## src/rtl/teq_pkg.sv

```systemverilog
`timescale 1ns / 1ps
`default_nettype none
// ----------------------------------------------------------------------------
// teq_pkg
// Shared widths, coefficients, register codes and saturation helpers for the
// three-band tone equalizer.
// ----------------------------------------------------------------------------
package teq_pkg;

  // Shared multiplier operand and product widths
  localparam int MUL_A_W = 43;
  localparam int MUL_B_W = 25;
  localparam int PROD_W  = MUL_A_W + MUL_B_W;

  localparam int STATE_W = 48;   // band state, units of 2^-39
  localparam int BAND_W  = 43;   // band value fed to the gain stage
  localparam int TGT_W   = 50;   // filter target
  localparam int DIFF_W  = 51;   // target minus state
  localparam int ACC_W   = 61;   // sum of three band products
  localparam int MC_W    = 26;   // rounded magnitude in units of 2^28
  localparam int QE_W    = 24;   // quotient estimate for divide by five
  localparam int KNOB_W  = 13;

  // Q0.24 filter coefficients
  localparam logic signed [MUL_B_W-1:0] COEF_LOW  = 25'sd16777;
  localparam logic signed [MUL_B_W-1:0] COEF_MID  = 25'sd167772;
  localparam logic signed [MUL_B_W-1:0] COEF_HIGH = 25'sd1677722;

  // floor(2^26 / 5): estimate is low by at most one for inputs below 2^26
  localparam logic signed [MUL_B_W-1:0] RECIP5 = 25'sd13421772;

  // Half of the output divisor 20480 * 2^16 = 5 * 2^28
  localparam logic [ACC_W-1:0] ROUND_HALF = 61'd671088640;

  localparam logic [KNOB_W-1:0] KNOB_MAX   = 13'd4096;
  localparam logic [KNOB_W-1:0] KNOB_RESET = 13'd2048;

  typedef enum logic [1:0] {
    REG_BASS   = 2'd0,
    REG_MID    = 2'd1,
    REG_TREBLE = 2'd2,
    REG_COUNT  = 2'd3
  } reg_idx_t;

  typedef enum logic [1:0] {
    BAND_LOW  = 2'd0,
    BAND_HIGH = 2'd1,
    BAND_MID  = 2'd2
  } band_t;

  function automatic logic signed [BAND_W-1:0] sat43(input logic signed [DIFF_W-1:0] v);
    if (v[DIFF_W-1:BAND_W-1] == {(DIFF_W-BAND_W+1){v[BAND_W-1]}}) begin
      return v[BAND_W-1:0];
    end else if (v[DIFF_W-1]) begin
      return {1'b1, {(BAND_W-1){1'b0}}};
    end else begin
      return {1'b0, {(BAND_W-1){1'b1}}};
    end
  endfunction

  function automatic logic signed [STATE_W-1:0] sat48(input logic signed [STATE_W:0] v);
    if (v[STATE_W] == v[STATE_W-1]) begin
      return v[STATE_W-1:0];
    end else if (v[STATE_W]) begin
      return {1'b1, {(STATE_W-1){1'b0}}};
    end else begin
      return {1'b0, {(STATE_W-1){1'b1}}};
    end
  endfunction

  // 4096 + 8 * knob, as a multiplier operand
  function automatic logic signed [MUL_B_W-1:0] gain_of(input logic [KNOB_W-1:0] knob);
    return MUL_B_W'({knob, 3'b000}) + MUL_B_W'(4096);
  endfunction

endpackage : teq_pkg
`default_nettype wire

```

## src/rtl/teq_mul.sv

```systemverilog
`timescale 1ns / 1ps
`default_nettype none
// ----------------------------------------------------------------------------
// teq_mul
// Shared signed multiplier with a registered product.
// ----------------------------------------------------------------------------
module teq_mul
  import teq_pkg::*;
(
  input  wire logic                       clk,
  input  wire logic                       en,
  input  wire logic signed [MUL_A_W-1:0]  a,
  input  wire logic signed [MUL_B_W-1:0]  b,
  output logic signed [PROD_W-1:0]        prod
);

  always_ff @(posedge clk) begin
    if (en) begin
      prod <= a * b;
    end
  end

endmodule : teq_mul
`default_nettype wire

```

## src/rtl/three_band_tone_equalizer.sv

```systemverilog
`timescale 1ns / 1ps
`default_nettype none
// Sequence: once the input beat is taken, the sequencer runs DIFF, PMUL and
//   PUPD for each band, then GAIN per band, GSUM, ROUND, RMUL, DIV and OUT;
//   out_valid rises when OUT finds the output register free. No new sample is
//   taken meanwhile; one multiplier serves three updates, three gains, a divide.
// Reset (rst, synchronous): knobs to 2048, channel count to 2, all band states
//   and the channel counter to zero, output register empty.
// ----------------------------------------------------------------------------
// three_band_tone_equalizer
// Splits each interleaved sample into low, high and mid bands with one-pole
// filters per channel, weights each band by a knob gain and sums with
// rounding and saturation to 24 bits.
// ----------------------------------------------------------------------------
module three_band_tone_equalizer
  import teq_pkg::*;
#(
  parameter int MAX_CHANNELS = 2
) (
  input  wire logic               clk,
  input  wire logic               rst,
  // sample input
  input  wire logic               in_valid,
  output logic                    in_stall,
  input  wire logic signed [23:0] sample_in,
  input  wire logic               end_of_block,
  // result output
  output logic                    out_valid,
  input  wire logic               out_stall,
  output logic signed [23:0]      sample_out,
  output logic                    channel,
  output logic                    block_end,
  // configuration
  input  wire logic               psel,
  input  wire logic               penable,
  input  wire logic               pwrite,
  input  wire logic [3:0]         paddr,
  input  wire logic [31:0]        pwdata,
  output logic [31:0]             prdata,
  output logic                    pready
);

  localparam int CH_W   = (MAX_CHANNELS > 1) ? $clog2(MAX_CHANNELS) : 1;
  localparam int CNT_W0 = $clog2(MAX_CHANNELS + 1);
  localparam int CNT_W  = (CNT_W0 < 2) ? 2 : CNT_W0;

  typedef enum logic [3:0] {
    S_IDLE,
    S_DIFF,    // d = sat(target - state)
    S_PMUL,    // d * coefficient
    S_PUPD,    // state += rounded product
    S_GAIN,    // band * gain, accumulate previous product
    S_GSUM,    // accumulate last product
    S_ROUND,   // |acc| + half divisor, drop 28 bits
    S_RMUL,    // multiply by reciprocal of five
    S_DIV,     // quotient estimate and remainder
    S_OUT      // correct, saturate, load output register
  } state_t;

  // --------------------------------------------------------------------------
  // Configuration registers
  // --------------------------------------------------------------------------
  logic [KNOB_W-1:0] bass_knob;
  logic [KNOB_W-1:0] mid_knob;
  logic [KNOB_W-1:0] treble_knob;
  logic [1:0]        channel_count;
  logic [KNOB_W-1:0] knob_wr;
  logic              cfg_wr;

  assign pready = 1'b1;
  assign cfg_wr = psel && penable && pwrite;

  // Clamp knob writes to full scale
  always_comb begin
    knob_wr = pwdata[KNOB_W-1:0];
    if (knob_wr > KNOB_MAX) begin
      knob_wr = KNOB_MAX;
    end
  end

  always_ff @(posedge clk) begin
    if (rst) begin
      bass_knob     <= KNOB_RESET;
      mid_knob      <= KNOB_RESET;
      treble_knob   <= KNOB_RESET;
      channel_count <= 2'd2;
    end else if (cfg_wr) begin
      unique case (reg_idx_t'(paddr[3:2]))
        REG_BASS:   bass_knob     <= knob_wr;
        REG_MID:    mid_knob      <= knob_wr;
        REG_TREBLE: treble_knob   <= knob_wr;
        REG_COUNT:  channel_count <= pwdata[1:0];
      endcase
    end
  end

  always_comb begin
    unique case (reg_idx_t'(paddr[3:2]))
      REG_BASS:   prdata = 32'(bass_knob);
      REG_MID:    prdata = 32'(mid_knob);
      REG_TREBLE: prdata = 32'(treble_knob);
      REG_COUNT:  prdata = 32'(channel_count);
    endcase
  end

  // --------------------------------------------------------------------------
  // Sequencer and datapath registers
  // --------------------------------------------------------------------------
  state_t                    state;
  band_t                     bidx;       // band being filtered or weighted
  logic [CH_W-1:0]           ch;         // channel of the sample in flight
  logic [CH_W-1:0]           next_channel;
  logic                      eob;
  logic signed [TGT_W-1:0]   tgt;
  logic signed [BAND_W-1:0]  opa;
  logic signed [STATE_W-1:0] band_state [3][MAX_CHANNELS];
  logic signed [BAND_W-1:0]  band_q [3];
  logic signed [ACC_W-1:0]   acc;
  logic                      neg;
  logic                      big;
  logic [MC_W-1:0]           mc;
  logic [QE_W-1:0]           qe;
  logic [3:0]                rem;

  // Shared multiplier
  logic                      mul_en;
  logic signed [MUL_A_W-1:0] mul_a;
  logic signed [MUL_B_W-1:0] mul_b;
  logic signed [PROD_W-1:0]  prod;

  teq_mul u_mul (
    .clk  (clk),
    .en   (mul_en),
    .a    (mul_a),
    .b    (mul_b),
    .prod (prod)
  );

  // --------------------------------------------------------------------------
  // Combinational datapath
  // --------------------------------------------------------------------------
  logic [CNT_W-1:0]          cnt_eff;
  logic [CH_W-1:0]           ch_sel;
  logic [CH_W-1:0]           ch_after;
  logic signed [STATE_W-1:0] s_cur;
  logic signed [DIFF_W-1:0]  diff;
  logic signed [PROD_W-1:0]  rnd_sum;
  logic signed [PROD_W-25:0] rnd;
  logic signed [STATE_W:0]   s_sum;
  logic signed [STATE_W-1:0] s_new;
  logic signed [DIFF_W-1:0]  tgt_sub;
  logic signed [MUL_B_W-1:0] coef;
  logic signed [MUL_B_W-1:0] gain;
  logic [ACC_W-1:0]          mag_r;
  logic [QE_W-1:0]           qe_w;
  logic [MC_W:0]             rem_w;
  logic [QE_W:0]             q;
  logic signed [23:0]        y;
  logic                      out_load;

  // Effective channel count: zero acts as one, clamp at the channel limit
  always_comb begin
    if (channel_count == 2'd0) begin
      cnt_eff = CNT_W'(1);
    end else if (CNT_W'(channel_count) > CNT_W'(MAX_CHANNELS)) begin
      cnt_eff = CNT_W'(MAX_CHANNELS);
    end else begin
      cnt_eff = CNT_W'(channel_count);
    end
  end

  always_comb begin
    // Counter left beyond a reduced count falls back to channel zero
    ch_sel = (CNT_W'(next_channel) >= cnt_eff) ? '0 : next_channel;
    if (end_of_block || (CNT_W'(ch_sel) + CNT_W'(1) >= cnt_eff)) begin
      ch_after = '0;
    end else begin
      ch_after = CH_W'(CNT_W'(ch_sel) + CNT_W'(1));
    end
  end

  always_comb begin
    unique case (bidx)
      BAND_LOW:  begin coef = COEF_LOW;  gain = gain_of(bass_knob);   end
      BAND_HIGH: begin coef = COEF_HIGH; gain = gain_of(treble_knob); end
      BAND_MID:  begin coef = COEF_MID;  gain = gain_of(mid_knob);    end
      default:   begin coef = '0;        gain = '0;                   end
    endcase
  end

  always_comb begin
    s_cur   = band_state[bidx][ch];
    diff    = DIFF_W'(tgt) - DIFF_W'(s_cur);
    // floor((p + 2^23) / 2^24)
    rnd_sum = prod + PROD_W'(64'sd8388608);
    rnd     = rnd_sum[PROD_W-1:24];
    s_sum   = (STATE_W+1)'(s_cur) + (STATE_W+1)'(rnd);
    s_new   = sat48(s_sum);
    tgt_sub = DIFF_W'(tgt) - DIFF_W'(s_new);

    // |acc| + half divisor in one add: -acc + C = ~acc + (C + 1)
    if (acc[ACC_W-1]) begin
      mag_r = ~acc + ROUND_HALF + ACC_W'(1);
    end else begin
      mag_r = acc + ROUND_HALF;
    end

    qe_w  = prod[MC_W+QE_W-1:MC_W];
    rem_w = (MC_W+1)'(mc) - ((MC_W+1)'({qe_w, 2'b00}) + (MC_W+1)'(qe_w));

    q = (QE_W+1)'(qe) + (QE_W+1)'(rem >= 4'd5);
    if (neg) begin
      if (big || q > (QE_W+1)'(8388608)) begin
        y = 24'sh800000;
      end else begin
        y = 24'(~q + (QE_W+1)'(1));
      end
    end else begin
      if (big || q > (QE_W+1)'(8388607)) begin
        y = 24'sh7fffff;
      end else begin
        y = 24'(q);
      end
    end
  end

  // Operand select for the shared multiplier
  always_comb begin
    mul_en = 1'b0;
    mul_a  = opa;
    mul_b  = coef;
    unique case (state)
      S_PMUL: begin
        mul_en = 1'b1;
      end
      S_GAIN: begin
        mul_en = 1'b1;
        mul_a  = band_q[bidx];
        mul_b  = gain;
      end
      S_RMUL: begin
        mul_en = 1'b1;
        mul_a  = MUL_A_W'(mc);
        mul_b  = RECIP5;
      end
      default: begin
        mul_en = 1'b0;
      end
    endcase
  end

  // Take a new sample only between items and outside reset
  assign in_stall = rst || (state != S_IDLE);

  // Load the output register when the result is ready and the register is free
  assign out_load = (state == S_OUT) && (!out_valid || !out_stall);

  // --------------------------------------------------------------------------
  // Sequencer
  // --------------------------------------------------------------------------
  always_ff @(posedge clk) begin
    if (rst) begin
      state        <= S_IDLE;
      bidx         <= BAND_LOW;
      ch           <= '0;
      next_channel <= '0;
      out_valid    <= 1'b0;
      for (int b = 0; b < 3; b++) begin
        for (int c = 0; c < MAX_CHANNELS; c++) begin
          band_state[b][c] <= '0;
        end
      end
    end else begin
      // Raise valid on a new result, drop it once the consumer takes the beat
      if (out_load) begin
        out_valid <= 1'b1;
      end else if (out_valid && !out_stall) begin
        out_valid <= 1'b0;
      end

      unique case (state)
        S_IDLE: begin
          if (in_valid) begin
            // Sample enters as x * 2^16, sign carried into the upper bits
            tgt          <= TGT_W'($signed({sample_in, 16'h0000}));
            eob          <= end_of_block;
            ch           <= ch_sel;
            next_channel <= ch_after;
            bidx         <= BAND_LOW;
            state        <= S_DIFF;
          end
        end

        S_DIFF: begin
          opa   <= sat43(diff);
          state <= S_PMUL;
        end

        S_PMUL: begin
          state <= S_PUPD;
        end

        S_PUPD: begin
          band_state[bidx][ch] <= s_new;
          band_q[bidx]         <= sat43(DIFF_W'(s_new));
          // Next band follows what this band leaves behind
          tgt                  <= TGT_W'(tgt_sub);
          unique case (bidx)
            BAND_LOW: begin
              bidx  <= BAND_HIGH;
              state <= S_DIFF;
            end
            BAND_HIGH: begin
              bidx  <= BAND_MID;
              state <= S_DIFF;
            end
            default: begin
              bidx  <= BAND_LOW;
              state <= S_GAIN;
            end
          endcase
        end

        S_GAIN: begin
          // Product of the previous band lands now; clear on the first band
          if (bidx == BAND_LOW) begin
            acc <= '0;
          end else begin
            acc <= acc + ACC_W'(prod);
          end
          unique case (bidx)
            BAND_LOW:  bidx <= BAND_HIGH;
            BAND_HIGH: bidx <= BAND_MID;
            default: begin
              bidx  <= BAND_LOW;
              state <= S_GSUM;
            end
          endcase
        end

        S_GSUM: begin
          acc   <= acc + ACC_W'(prod);
          state <= S_ROUND;
        end

        S_ROUND: begin
          neg   <= acc[ACC_W-1];
          // At or above 2^26 the quotient is far past 24-bit range
          big   <= |mag_r[ACC_W-1:MC_W+28];
          mc    <= mag_r[MC_W+27:28];
          state <= S_RMUL;
        end

        S_RMUL: begin
          state <= S_DIV;
        end

        S_DIV: begin
          // Estimate is exact or one low; remainder tells which
          qe    <= qe_w;
          rem   <= rem_w[3:0];
          state <= S_OUT;
        end

        S_OUT: begin
          // Hold until the output register is free
          if (out_load) begin
            sample_out <= y;
            channel    <= ch[0];
            block_end  <= eob;
            state      <= S_IDLE;
          end
        end

        default: begin
          state <= S_IDLE;
        end
      endcase
    end
  end

endmodule : three_band_tone_equalizer
`default_nettype wire
```

## config.mk

```make
export PLATFORM = sky130hd
export DESIGN_NAME = three_band_tone_equalizer
export DESIGN_NICKNAME = d
export VERILOG_FILES = /design/src/rtl/teq_pkg.sv /design/src/rtl/teq_mul.sv /design/src/rtl/three_band_tone_equalizer.sv
export SDC_FILE = /design/constraint.sdc
export NUM_CORES = 2
export LEC_CHECK = 0
export ABC_AREA = 1
export ABC_CLOCK_PERIOD_IN_PS = 10500
export BUFFER_PORTS_ARGS = -buffer_cell sky130_fd_sc_hd__buf_2
export CORE_ASPECT_RATIO = 0.5
export CORE_UTILIZATION = 43
export CTS_BUF_LIST = sky130_fd_sc_hd__clkbuf_8
export DETAILED_ROUTE_END_ITERATION = 12
export GPL_TIMING_DRIVEN = 0
export PLACE_DENSITY = 0.58
export SETUP_SLACK_MARGIN = 0.4
export SYNTH_ARGS = -nofsm -noshare
export SYNTH_HDL_FRONTEND = slang
export SYNTH_HIERARCHICAL = 1
export SYNTH_SLANG_ARGS = --single-unit
```

## constraint.sdc

```tcl
create_clock -name clk -period 10.5 [get_ports clk]
set_clock_uncertainty 0.05 [all_clocks]
set_input_delay 1.05 -clock clk [delete_from_list [all_inputs] [get_ports clk]]
set_output_delay 1.05 -clock clk [all_outputs]
set_load 0.02 [all_outputs]
```

==> out/qor.yml <==
place:
  portBuffers: 86
  gp_congestion: 1.04
  place_ws_ns: -2.15
  dp_hpwl_mm: 324
min_path:
  holdPathStages: 1
  worstHoldStart: "end_of_block"
  hold_class: "input pin to flop"
  worstHoldEndpoint: "eob"
clocking:
  cts_hold_buf: 0
  cts_max_level: 4
  cts_buffers: 146
  cts-root-buf: "clkbuf_8"
  cts.path.max_buffers: 3
  path_clk_slew_ns: 0.06
  clock-sinks: 870
  cts_tree: "built"
  clock_latency_ns: 0.94
logic_synthesis:
  synth_top_cell_by_area: "edfxtp_1"
  synth_area_leaders: "edfxtp_1, fa_1, nand2_1"
  syn_inst: 12578
  yosys_most_used_dff: "edfxtp_1"
  seq_area_frac_synth: 0.267
  synth-seq-cells: 870
  synth_top_area_frac: 0.256
  yosysWarningCount: 6
  async_reset_ff_frac: 0
  synth.most_common_cell: "nand2_1"
  netlist_top_cells_count: "nand2_1, inv_1, nor2_1"
  syn_area_sq_um: 96000
  synth_edf_count: 818
  synth.avg_cell_area_sq_um: 7.64
  synth.distinct_cells: 67
finish:
  num-nets-final: 14447
  area_growth_pct: 8.82
  fin_util: 0.472
  drive_above_1_share: 0.0668
setup_path:
  slowest_delay_ns: 0.59
  rr_worst_depth: 30
  worstPathRequired_ns: 10.96
  cp_slowest_cell: "fa_1"
  cp_max_fo: 10
  reg2reg_to: "u_mul/prod[64]"
  end_kind: "flop"
  start_kind: "flop"
  worstPathArrival_ns: 10.43
  rrSetupSlack_ns: 0.53
  critical_path_class: "flop to flop"
  crit_top_cell: "fa_1"
die:
  rows: 122
  die_h_um: 336
  die-width_um: 670
  die_area_sq_um: 225000
  initial_utilization: 0.433
  pin_count: 129
  core-area_sq_um: 222000
drt:
  route.detailed.drc: 0
  vias: 86004
  routed_wl_mm: 395
  final_antenna_net_count: 0
  wl_per_cell_um: 24.7
  firstDrtPassIters: 6
  vias_per_cell: 5.38
  drt-initial-drc-count: 9884
outcome:
  violations: "max-capacitance violations, max-slew violations"
  status: "complete, but fails checks"
global_routing:
  grt_pass1_vias: 82874
  grt.total_usage: 0.348
  antenna_found_initial: 13
  grt.overflow.total: 0
  grt_max_degree: 49
  grt_pass1_wl_mm: 567
timing:
  setup_viol: 0
  rsz0062_at_grt: "no"
  tightest_slew_ns: 1.59
  fin_crit_sh: 0.949
  fmax_mhz: 100
  fin_ws_ns: 0.531
  drv_slew: 23
  final-hold-violation-count: 0
  slew_headroom: -0.0745
  final.min_clock_period_ns: 9.97
run:
  max_cap_viol_count: 7
==> final cells by class <==
cell class | instances | area (sq um)
Fill cell | 22627 | 117000
Multi-Input combinational cell | 8488 | 58500
Sequential cell | 870 | 25600
Inverter | 2750 | 10300
Tap cell | 2976 | 3720
Buffer | 491 | 2360
Clock buffer | 150 | 2060
Timing Repair Buffer | 150 | 1180
Clock inverter | 108 | 743
Antenna cell | 12 | 30.0
==> placed cells by master, fill, tap and decap left out, drive strengths merged, types with 5 or more instances in the layout <==
| master | n |
|---|---|
| dfxtp | 52 |
| a21o | 27 |
| o21bai | 27 |
| a32o | 26 |
| o211ai | 35 |
| nor3 | 118 |
| nand3b | 12 |
| o22ai | 72 |
| bufinv | 10 |
| or2 | 37 |
| nor2 | 1173 |
| o221ai | 8 |
| clkbuf | 555 |
| a31oi | 37 |
| nand4 | 102 |
| nand2 | 3572 |
| fa | 1078 |
| diode | 12 |
| o21ai | 500 |
| conb | 23 |
| a21boi | 10 |
| nand3 | 418 |
| and3 | 12 |
| inv | 2793 |
| xnor2 | 70 |
| buf | 234 |
| clkinvlp | 7 |
| clkinv | 48 |
| a211oi | 5 |
| edfxtp | 818 |
| nor4 | 39 |
| ha | 404 |
| and2 | 9 |
| a21oi | 463 |
| o21a | 20 |
| xor2 | 162 |
==> worst max path at each step <==
stage	startpoint	end	cells after the start
final	flop	u_mul/prod[64]	30
after detailed placement	flop	u_mul/prod[64]	29
after global routing	state[2]	u_mul/prod[67]	34
after global placement	flop	u_mul/prod[64]	27
after floorplan	flop	u_mul/prod[66]	31
after CTS	flop	u_mul/prod[64]	30
==> layer usage <==
layer / global-route usage / vias to the layer above / wire [um]
li1: - / 39081 / -
met1: 0.481 / 41877 / 165000
met2: 0.525 / 4276 / 166000
met3: 0.0811 / 768 / 44300
met4: 0.151 / 2 / 19900
met5: 0 / - / 8
==> stage by stage <==
stage / cell area (sq um) / cells / hold WS, ns / setup TNS [ns]
final: 105000 / 15995 / 0.305 / 0
after global routing: 104000 / 15985 / 0.274 / 0
after CTS: 104000 / 15971 / 0.230 / 0
after detailed placement: 101000 / 15712 / 0.372 / -69.38
after global placement: 100000 / 15661 / 0.353 / -107.22
after floorplan: 96100 / 12599 / 0.350 / 0
==> repair_timing <==
action,4_1_cts,5_1_grt
endpoints found under the setup margin,90,82
pin swaps,1,3
resized for setup,193,229
setup buffers,1,11
==> registers in the layout (all words and copies together), names as in the netlist, 26 cells and up, named ones only <==
| signal | flops |
|---|---|
| band_state | 384 |
| band_q | 129 |
| u_mul/prod | 68 |
| acc | 61 |
| tgt | 50 |
| opa | 43 |
| mc | 26 |
==> worst max-delay path: cells and delay by family (launching register included) <==
family	cells	cell delay, ns
AOI/OAI and AO/OA	3	0.70
adders and majority gates	8	4.40
buffers and inverters	9	2.35
DFF	1	0.41
and+or+nand+nor	10	1.60
==> logic make-up after synthesis <==
group / Yosys count / share of synthesized area
adders and majority gates: 1482 / 0.277
xor gates and xnor gates: 232 / 0.0215
and+or+nand+nor: 5500 / 0.233
DFF: 870 / 0.267
buffers and inverters: 3241 / 0.128
muxes: 1 / 0.000104
other: 2 / 0.0000782
AOI/OAI and AO/OA: 1250 / 0.0729
Power is left out: the tool's default activity adds up to more than one toggle a clock period on the data nets, which glitch-free logic cannot reach.
